File: src/rtl/ufss_pkg.sv
`timescale 1ns / 1ps
package ufss_pkg;

   // Table geometry
   localparam int NUM_ELEMENTS = 65536;
   localparam int IDX_W        = $clog2(NUM_ELEMENTS);
   localparam int CNT_W        = $clog2(NUM_ELEMENTS + 1);

   // Field widths of the request and response
   localparam int ELEM_W = 16;
   localparam int SIZE_W = 17;
   localparam int RANK_W = 5;

   localparam logic [SIZE_W-1:0] SIZE_MAX = '1;
   localparam logic [RANK_W-1:0] RANK_MAX = '1;

   // Operation codes
   localparam logic OP_LINK  = 1'b0;
   localparam logic OP_QUERY = 1'b1;

   typedef logic [IDX_W-1:0]  idx_type;
   typedef logic [ELEM_W-1:0] elem_type;
   typedef logic [SIZE_W-1:0] size_type;
   typedef logic [RANK_W-1:0] rank_type;

   // One table word: parent link, and rank and size that count at a root
   typedef struct packed {
      idx_type  parent;
      rank_type rank;
      size_type size;
   } entry_type;

   // Port request from the controller to the table store
   typedef struct packed {
      logic      rd_en;
      idx_type   rd_addr;
      logic      wr_en;
      idx_type   wr_addr;
      entry_type wr_data;
   } mem_req_type;

   typedef struct packed {
      size_type set_size;
      logic     same_set;
   } result_type;

   // Saturate an element index to the last table entry
   function automatic idx_type clamp_index(elem_type v);
      idx_type r;
      if (32'(v) >= 32'(NUM_ELEMENTS)) begin
         r = idx_type'(NUM_ELEMENTS - 1);
      end else begin
         r = idx_type'(v);
      end
      return r;
   endfunction

endpackage

File: src/rtl/ufss_ifs.sv
`timescale 1ns / 1ps
interface ufss_req_if;
   import ufss_pkg::*;

   logic     valid;
   logic     ready;
   logic     operation;
   elem_type first_element;
   elem_type second_element;

   modport source (output valid, output operation, output first_element,
                   output second_element, input ready);
   modport sink   (input valid, input operation, input first_element,
                   input second_element, output ready);
endinterface


File: src/rtl/ufss_ctrl.sv
`timescale 1ns / 1ps
module ufss_ctrl (
   input  logic                  clock,
   input  logic                  reset,
   ufss_req_if.sink              req_if,
   input  logic                  clear_done,
   output ufss_pkg::mem_req_type mem_req,
   input  ufss_pkg::entry_type   rd_data,
   output logic                  res_valid,
   input  logic                  res_ready,
   output ufss_pkg::result_type  res
);
   import ufss_pkg::*;

   typedef enum logic [7:0] {
      S_IDLE        = 8'b0000_0001,
      S_FIND_ISSUE  = 8'b0000_0010,
      S_FIND        = 8'b0000_0100,
      S_COMP        = 8'b0000_1000,
      S_DECIDE      = 8'b0001_0000,
      S_LINK_LOSER  = 8'b0010_0000,
      S_LINK_WINNER = 8'b0100_0000,
      S_RESULT      = 8'b1000_0000
   } state_type;

   state_type state_ff, state_in;
   logic      op_ff, op_in;
   idx_type   elem_a_ff, elem_a_in;
   idx_type   elem_b_ff, elem_b_in;
   logic      side_ff, side_in;
   idx_type   cur_ff, cur_in;
   idx_type   root_a_ff, root_a_in;
   idx_type   root_b_ff, root_b_in;
   rank_type  rank_a_ff, rank_a_in;
   rank_type  rank_b_ff, rank_b_in;
   size_type  size_a_ff, size_a_in;
   size_type  size_b_ff, size_b_in;
   logic      same_ff, same_in;
   logic      win_a_ff, win_a_in;
   size_type  sum_ff, sum_in;
   size_type  set_size_ff, set_size_in;

   logic              accept;
   logic              phase_done;
   idx_type           start;
   idx_type           root_cur;
   logic [SIZE_W:0]   sum_wide;
   rank_type          win_rank;

   assign req_if.ready = (state_ff == S_IDLE) && clear_done;
   assign accept       = req_if.valid && req_if.ready;

   assign start    = side_ff ? elem_b_ff : elem_a_ff;
   assign root_cur = side_ff ? root_b_ff : root_a_ff;
   assign sum_wide = {1'b0, size_a_ff} + {1'b0, size_b_ff};

   // Rank of the winning root: the second root grows on a tie
   always_comb begin
      if (win_a_ff) begin
         win_rank = rank_a_ff;
      end else if (rank_a_ff == rank_b_ff && rank_b_ff != RANK_MAX) begin
         win_rank = rank_b_ff + 1'b1;
      end else begin
         win_rank = rank_b_ff;
      end
   end

   // Walk, compress and link
   always_comb begin
      state_in    = state_ff;
      op_in       = op_ff;
      elem_a_in   = elem_a_ff;
      elem_b_in   = elem_b_ff;
      side_in     = side_ff;
      cur_in      = cur_ff;
      root_a_in   = root_a_ff;
      root_b_in   = root_b_ff;
      rank_a_in   = rank_a_ff;
      rank_b_in   = rank_b_ff;
      size_a_in   = size_a_ff;
      size_b_in   = size_b_ff;
      same_in     = same_ff;
      win_a_in    = win_a_ff;
      sum_in      = sum_ff;
      set_size_in = set_size_ff;
      mem_req     = '0;
      phase_done  = 1'b0;
      res_valid   = 1'b0;

      unique case (state_ff)
         S_IDLE: begin
            if (accept) begin
               op_in     = req_if.operation;
               elem_a_in = clamp_index(req_if.first_element);
               elem_b_in = clamp_index(req_if.second_element);
               side_in   = 1'b0;
               state_in  = S_FIND_ISSUE;
            end
         end
         S_FIND_ISSUE: begin
            mem_req.rd_en   = 1'b1;
            mem_req.rd_addr = start;
            cur_in          = start;
            state_in        = S_FIND;
         end
         S_FIND: begin
            if (rd_data.parent == cur_ff) begin
               // root reached: hold its rank and size
               if (side_ff) begin
                  root_b_in = cur_ff;
                  rank_b_in = rd_data.rank;
                  size_b_in = rd_data.size;
               end else begin
                  root_a_in = cur_ff;
                  rank_a_in = rd_data.rank;
                  size_a_in = rd_data.size;
               end
               if (start == cur_ff) begin
                  phase_done = 1'b1;
               end else begin
                  mem_req.rd_en   = 1'b1;
                  mem_req.rd_addr = start;
                  cur_in          = start;
                  state_in        = S_COMP;
               end
            end else begin
               mem_req.rd_en   = 1'b1;
               mem_req.rd_addr = rd_data.parent;
               cur_in          = rd_data.parent;
            end
         end
         S_COMP: begin
            // point this node straight at the root, then advance
            mem_req.wr_en          = 1'b1;
            mem_req.wr_addr        = cur_ff;
            mem_req.wr_data.parent = root_cur;
            mem_req.wr_data.rank   = rd_data.rank;
            mem_req.wr_data.size   = rd_data.size;
            if (rd_data.parent == root_cur) begin
               phase_done = 1'b1;
            end else begin
               mem_req.rd_en   = 1'b1;
               mem_req.rd_addr = rd_data.parent;
               cur_in          = rd_data.parent;
            end
         end
         S_DECIDE: begin
            same_in     = (root_a_ff == root_b_ff);
            win_a_in    = (rank_a_ff > rank_b_ff);
            set_size_in = size_a_ff;
            sum_in      = sum_wide[SIZE_W] ? SIZE_MAX : sum_wide[SIZE_W-1:0];
            if (op_ff == OP_QUERY || root_a_ff == root_b_ff) begin
               state_in = S_RESULT;
            end else begin
               state_in = S_LINK_LOSER;
            end
         end
         S_LINK_LOSER: begin
            mem_req.wr_en = 1'b1;
            if (win_a_ff) begin
               mem_req.wr_addr        = root_b_ff;
               mem_req.wr_data.parent = root_a_ff;
               mem_req.wr_data.rank   = rank_b_ff;
               mem_req.wr_data.size   = size_b_ff;
            end else begin
               mem_req.wr_addr        = root_a_ff;
               mem_req.wr_data.parent = root_b_ff;
               mem_req.wr_data.rank   = rank_a_ff;
               mem_req.wr_data.size   = size_a_ff;
            end
            state_in = S_LINK_WINNER;
         end
         S_LINK_WINNER: begin
            mem_req.wr_en          = 1'b1;
            mem_req.wr_addr        = win_a_ff ? root_a_ff : root_b_ff;
            mem_req.wr_data.parent = win_a_ff ? root_a_ff : root_b_ff;
            mem_req.wr_data.rank   = win_rank;
            mem_req.wr_data.size   = sum_ff;
            set_size_in            = sum_ff;
            state_in               = S_RESULT;
         end
         S_RESULT: begin
            res_valid = 1'b1;
            if (res_ready) begin
               state_in = S_IDLE;
            end
         end
         default: begin
            state_in = S_IDLE;
         end
      endcase

      // Move on to the second element, or to the link decision
      if (phase_done) begin
         if (!side_ff) begin
            side_in  = 1'b1;
            state_in = S_FIND_ISSUE;
         end else begin
            state_in = S_DECIDE;
         end
      end
   end

   always_ff @(posedge clock) begin
      if (reset) begin
         state_ff <= S_IDLE;
      end else begin
         state_ff <= state_in;
      end
   end

   always_ff @(posedge clock) begin
      op_ff       <= op_in;
      elem_a_ff   <= elem_a_in;
      elem_b_ff   <= elem_b_in;
      side_ff     <= side_in;
      cur_ff      <= cur_in;
      root_a_ff   <= root_a_in;
      root_b_ff   <= root_b_in;
      rank_a_ff   <= rank_a_in;
      rank_b_ff   <= rank_b_in;
      size_a_ff   <= size_a_in;
      size_b_ff   <= size_b_in;
      same_ff     <= same_in;
      win_a_ff    <= win_a_in;
      sum_ff      <= sum_in;
      set_size_ff <= set_size_in;
   end

   assign res.set_size = set_size_ff;
   assign res.same_set = same_ff;

   // No same-cycle read and write of one entry
   a_no_rw_clash: assert property (@(posedge clock) disable iff (reset)
      mem_req.wr_en && mem_req.rd_en |-> mem_req.wr_addr != mem_req.rd_addr)
      else $error("read and write of the same entry in one cycle");

   // A link only ever joins two distinct roots
   a_link_distinct: assert property (@(posedge clock) disable iff (reset)
      state_ff == S_LINK_LOSER |-> root_a_ff != root_b_ff)
      else $error("link of a root with itself");

   // No request is taken before the clearing sweep has finished
   a_accept_cleared: assert property (@(posedge clock) disable iff (reset)
      accept |-> clear_done)
      else $error("request accepted during clearing sweep");

   // A set never reports size zero
   a_size_nonzero: assert property (@(posedge clock) disable iff (reset)
      res_valid |-> res.set_size != '0)
      else $error("zero set size");

   // The loser write is always followed by the winner write
   a_link_pair: assert property (@(posedge clock) disable iff (reset)
      state_ff == S_LINK_LOSER |=> state_ff == S_LINK_WINNER && mem_req.wr_en)
      else $error("link left half done");

endmodule

File: src/flat_wrapper.sv
// flat-port wrapper written by rule: the top's interface ports become plain ports
module ufss_ctrl_flat import ufss_pkg::*;
  (clock, reset, clear_done, mem_req, rd_data, res_valid, res_ready, res, req_if_valid, req_if_operation, req_if_first_element, req_if_second_element, req_if_ready);
  ufss_req_if req_if_i ();
  input  logic clock;
  input  logic reset;
  input  logic clear_done;
  output ufss_pkg::mem_req_type mem_req;
  input  ufss_pkg::entry_type rd_data;
  output logic res_valid;
  input  logic res_ready;
  output ufss_pkg::result_type res;
  input wire logic [$bits(req_if_i.valid)-1:0] req_if_valid;
  input wire logic [$bits(req_if_i.operation)-1:0] req_if_operation;
  input wire logic [$bits(req_if_i.first_element)-1:0] req_if_first_element;
  input wire logic [$bits(req_if_i.second_element)-1:0] req_if_second_element;
  output wire logic [$bits(req_if_i.ready)-1:0] req_if_ready;
  assign req_if_i.valid = req_if_valid;
  assign req_if_i.operation = req_if_operation;
  assign req_if_i.first_element = req_if_first_element;
  assign req_if_i.second_element = req_if_second_element;
  assign req_if_ready = req_if_i.ready;
  ufss_ctrl u_core (.clock(clock), .reset(reset), .req_if(req_if_i), .clear_done(clear_done), .mem_req(mem_req), .rd_data(rd_data), .res_valid(res_valid), .res_ready(res_ready), .res(res));
endmodule
File: config.mk
export PLATFORM = sky130hd
export DESIGN_NAME = ufss_ctrl_flat
export DESIGN_NICKNAME = d
export VERILOG_FILES = /design/src/rtl/ufss_pkg.sv /design/src/rtl/ufss_ifs.sv /design/src/rtl/ufss_ctrl.sv /design/src/flat_wrapper.sv
export SDC_FILE = /design/constraint.sdc
export NUM_CORES = 1
export LEC_CHECK = 0
export ABC_AREA = 1
export BUFFER_PORTS_ARGS = -buffer_cell sky130_fd_sc_hd__buf_2
export CORE_ASPECT_RATIO = 1.4
export CORE_MARGIN = 2
export CORE_UTILIZATION = 45
export CTS_BUF_LIST = sky130_fd_sc_hd__clkbuf_8
export DETAILED_ROUTE_END_ITERATION = 7
export PLACE_DENSITY_LB_ADDON = 0.15
export SYNTH_ARGS = -nofsm -noshare
export SYNTH_HDL_FRONTEND = slang
export SYNTH_SLANG_ARGS = --single-unit
File: constraint.sdc
create_clock -name clock -period 5.7 [get_ports clock]
set_clock_uncertainty 0.1 [all_clocks]
set_input_delay 1.14 -clock clock [delete_from_list [all_inputs] [get_ports clock]]
set_output_delay 1.14 -clock clock [all_outputs]
set_load 0.005 [all_outputs]
; ---- After elaboration in Yosys (flattened, before gate mapping)
; Index checks and enable logic that the tools add are counted.
[totals]
register_bits = 170
in_bits = 76
out_inout_bits = 92
wordCells = 85
[op_classes]
n_addsub = 2
n_lt_le_gt_ge = 1
eq_ne = 21
n_mux = 33
bitwise = 1
reduce_logical = 11
[op_table]
columns = cell, n
row1 = $pmux 55 s3, 1
row2 = $mux 16, 6
row3 = $eq 16x16->1, 4
row4 = $pmux 8 s8, 1
row5 = $mux 54, 1
row6 = $mux 17, 3
row7 = $pmux 17 s3, 1
row8 = $mux 8, 6
row9 = $pmux 16 s3, 1
row10 = $pmux 17 s2, 1
row11 = $add 17x17->18, 1
row12 = $mux 5, 3
row13 = $reduce_and 3->1, 3
row14 = $eq 8x1->1 const B, 1
row15 = $eq 8x2->1 const B, 1
row16 = $eq 8x3->1 const B, 1
row17 = $eq 8x4->1 const B, 1
row18 = $eq 8x5->1 const B, 1
row19 = $eq 8x6->1 const B, 1
row20 = $eq 8x7->1 const B, 1
row21 = $eq 8x8->1 const B, 1
row22 = $mux 1, 8
row23 = $ne 3x1->1 const B, 2
row24 = $ne 3x2->1 const B, 2
row25 = other kinds (15), 17

; ---- Logic depth before layout (Yosys ltp)
[logic_depth]
word_depth = 7
ltp_mapped = 16
depth_no_buf = 14

; ---- Least setup slack after synthesis
; No wires, ideal clock.
[synth_timing]
path_type = input -> register
startpoint = input rd_data[29] in the netlist's numbering
endpoint = register u_core.rank_a_ff[0], enable pin
setup_ns = 0.433
arrival_ns = 3.506
path_slack_ns = 1.661
stages = 7
path_cell_list = xnor2_1 > nand2_1 > nor2_1 > nand2_1 > nor2_4 > nand2_2 > nor2_1
[synth_via]
elab_chain_cells = 2
[synth_rtl]
columns = item, line_no
row1 = "start, declared", flat_wrapper.sv:9  ; input ufss_pkg::entry_type rd_data;
row2 = $eq 16x16->1, ufss_ctrl.sv:107  ; if (rd_data.parent == cur_ff) begin
row3 = $reduce_and 3->1 (no line), n/a
row4 = "end signal, assigned", ufss_ctrl.sv:220  ; rank_a_ff <= rank_a_in;
row5 = "end, declared", ufss_ctrl.sv:34  ; rank_type rank_a_ff, rank_a_in;
; No other way between the ends.
; A chain may end at the register's enable or synchronous reset.

==> qor.csv <==
metric,value,unit
run_status,"complete, no violations",
grt_overflow_total,0,
timing.critical_path.from_type,flip-flop,
worstRegToRegCells,11,
initial_core_util,0.455,
async_flop_share,0,
grtUsageMet2,0.477,
ys_warn_count,0,
regToRegSetupSlack,1.85,ns
dieArea,24700,um2
p_per_area,242,nW/um2
ff_latch_area,5010,um2
rsz0062_at_grt,no,
syn_area,10500,um2
crit_start,u_core.side_ff,
crit_top_cell,nand2_1,
wire_per_inst,18.2,um
fp.dieH,185,um
multiInputGateArea,4760,um2
syn_avg_cell_area,8.24,um2
critPathMaxStageDelay,0.51,ns
gp_congestion,0.958,
layout.nets,1536,
hold_class,reg2reg,
synth_nets,1379,
fin_tns_setup,0,ns
path_clk_slew,0.10,ns
coreArea,23100,um2
synth.area.top_cells,"edfxtp_1 46%, nand2_1 15%, o21ai_0 4.8%",
slew_headroom,0.310,
met1_usage,0.300,
cp-end-kind,output pin,
synthDistinctLibCells,49,
netlist_instances,1278,
crit_arrival,3.31,ns
r2r-end,u_core.cur_ff[6],
post_cts_resized,0,
synth_top_area_share,0.459,
dp_cells,1722,
antenna_found_initial,1,
ant_nets,0,
worstReg2RegStart,u_core.side_ff,
fill_cells,2271,
crit_end,mem_req[68],
yosys.area.top_type,edfxtp_1,
gr-max-usage-layer,met2,
drc,0,
drive_gt1_frac,0.193,
via_per_inst,5.38,
synth-main-ff-cell,edfxtp_1,
worst_pin_slew,1.03,ns
hold_buffers,0,
critPathKind,reg2out,
port_buffers,167,
ir_worst_vdd,139,uV
grt_pass1_vias,8945,
syn2layout_area_growth,14.5,%
grt_max_degree,69,
cp_slowest_cell,inv_2,
finalCritPeriodShare,0.797,
cp.required,4.46,ns
clockBufferDepth,2,
clock_latency,0.47,ns
setup_viol,0,
worstPathCellList,inv_2 -> buf_4 -> nand2_2 -> nand2_2 -> nand2_1 -> a21oi_2 -> nand2_1 -> nor2_4 -> nand2_1 -> o21ai_1 -> o211ai_1 -> buf_2,
grt_usage,0.258,
grtUsageMet3,0.0339,
clock.fmax,220,MHz
synth-seq-area-share,0.476,
post_cts_buffers,0,
row_count,66,
chipWidth,133,um
synth-edff-count,161,
final_cells,1755,
hpwlAfterDp,23700,um
maxCapViolCount,0,
numCtsBuffers,17,
clkSinkCount,170,
h-tree-depth,4,
wirelength,32000,um
period_needed,4.55,ns
clockRootBuffer,clkbuf_8,
grt_pass1_wl,48200,um
slew_violations,0,
ys_ff_latch,170,
fin_hold_ws,0.454,ns
dr.first_iter.drc_count,737,
ioPinCount,168,
power.leakage,5.36,nW
cts_tree,done,
crit_fanout,25,
dr_total_vias,9441,
first_pass_iters,6,
final_hold_viol_count,0,
## stage by stage
stage	power, mW	setup WS, ns	area (um2)	util
after detailed placement	2.07	1.39	11700	0.504
final	2.92	1.15	12100	0.521
after CTS	2.94	1.14	12100	0.521
after global placement	2.07	1.44	11700	0.504
after floorplan	1.85	1.66	10500	-
after global routing	3.05	1.01	12100	0.521
## worst max-delay path: cells and delay by family (launching register included)
family / cells / cell delay, ns
compound gates: 3 / 0.64
buf+inv: 3 / 1.08
flops: 1 / 0.33
simple gates: 6 / 0.77
## cell usage after synthesis (all sizes together), types with 5 or more instances
cell type    n
edfxtp     161
xor2         7
inv        139
dfxtp        9
nor2        74
o21ai      112
o22ai        6
a22o         9
o211ai      24
or2          5
nor3        12
clkbuf      24
a21oi       43
xnor2       22
o221ai      17
nand3       82
buf         21
nand4       11
ha          24
nand2      446
a32oi        9
## layer usage
layer | vias to the layer above | share of wire | wire length (um)
met5 | - | 0 | 0
met2 | 401 | 0.52 | 16600
met3 | 66 | 0.057 | 1820
met1 | 4327 | 0.39 | 12500
li1 | 4647 | - | -
met4 | 0 | 0.031 | 980
## logic make-up (layout without fill, tap and decap cells)
logic type,count (synthesis),after routing,synth area share
AO/OA/AOI/OAI,234,234,0.135
buffers and inverters,186,356,0.0737
AND/OR/NAND/NOR,634,634,0.260
other,0,1,0
flip-flops,170,170,0.476
XOR/XNOR,29,29,0.0241
adder cells (fa/ha/maj),25,25,0.0304
## cell type report
cell class,count,area share
flip-flops and latches,170,0.416
multi-input cells,922,0.395
repair buffers,183,0.0803
inverters,141,0.0439
well taps,306,0.0318
clock buffers,17,0.0194
clock inverters,15,0.0138
diodes,1,0.000208
## how the worst min path moves through the flow
stage	slack, ns	cells after the start	end	from
detailed placement	0.43	3	u_core.state_ff[5]	u_core.op_ff
global route	0.47	3	u_core.state_ff[5]	u_core.op_ff
global placement	0.43	0	u_core.root_b_ff[12]	u_core.cur_ff[12]
CTS	0.46	3	u_core.state_ff[5]	u_core.op_ff
floorplan	0.39	0	u_core.root_a_ff[12]	u_core.cur_ff[12]
finish	0.45	0	u_core.root_b_ff[1]	u_core.cur_ff[1]
## registers in the layout, indices dropped and copies added, names as in the netlist
signal,cells
u_core.rank_b_ff,5
u_core.sum_ff,17
u_core.elem_b_ff,16
u_core.set_size_ff,17
u_core.root_a_ff,16
u_core.op_ff,1
u_core.cur_ff,16
u_core.win_a_ff,1
u_core.size_a_ff,17
u_core.side_ff,1
u_core.root_b_ff,16
u_core.elem_a_ff,16
u_core.same_ff,1
u_core.size_b_ff,17
u_core.state_ff,8
u_core.rank_a_ff,5
## report_power, final
part,switching [mW],internal (mW)
clock,0.483,0.397
combinational,0.366,0.194
sequential,0.0375,1.45
## cell usage in the layout, fill, tap and decap left out, drive strengths merged, types with 22 or more instances in the layout
cell type  synthesis  routed
inv              139     144
ha                24      24
nor2              74      74
xnor2             22      22
o21ai            112     112
edfxtp           161     161
a21oi             43      43
o211ai            24      24
buf               21     183
nand3             82      82
nand2            446     446
No activity file was read; power rests on OpenSTA's default activity.
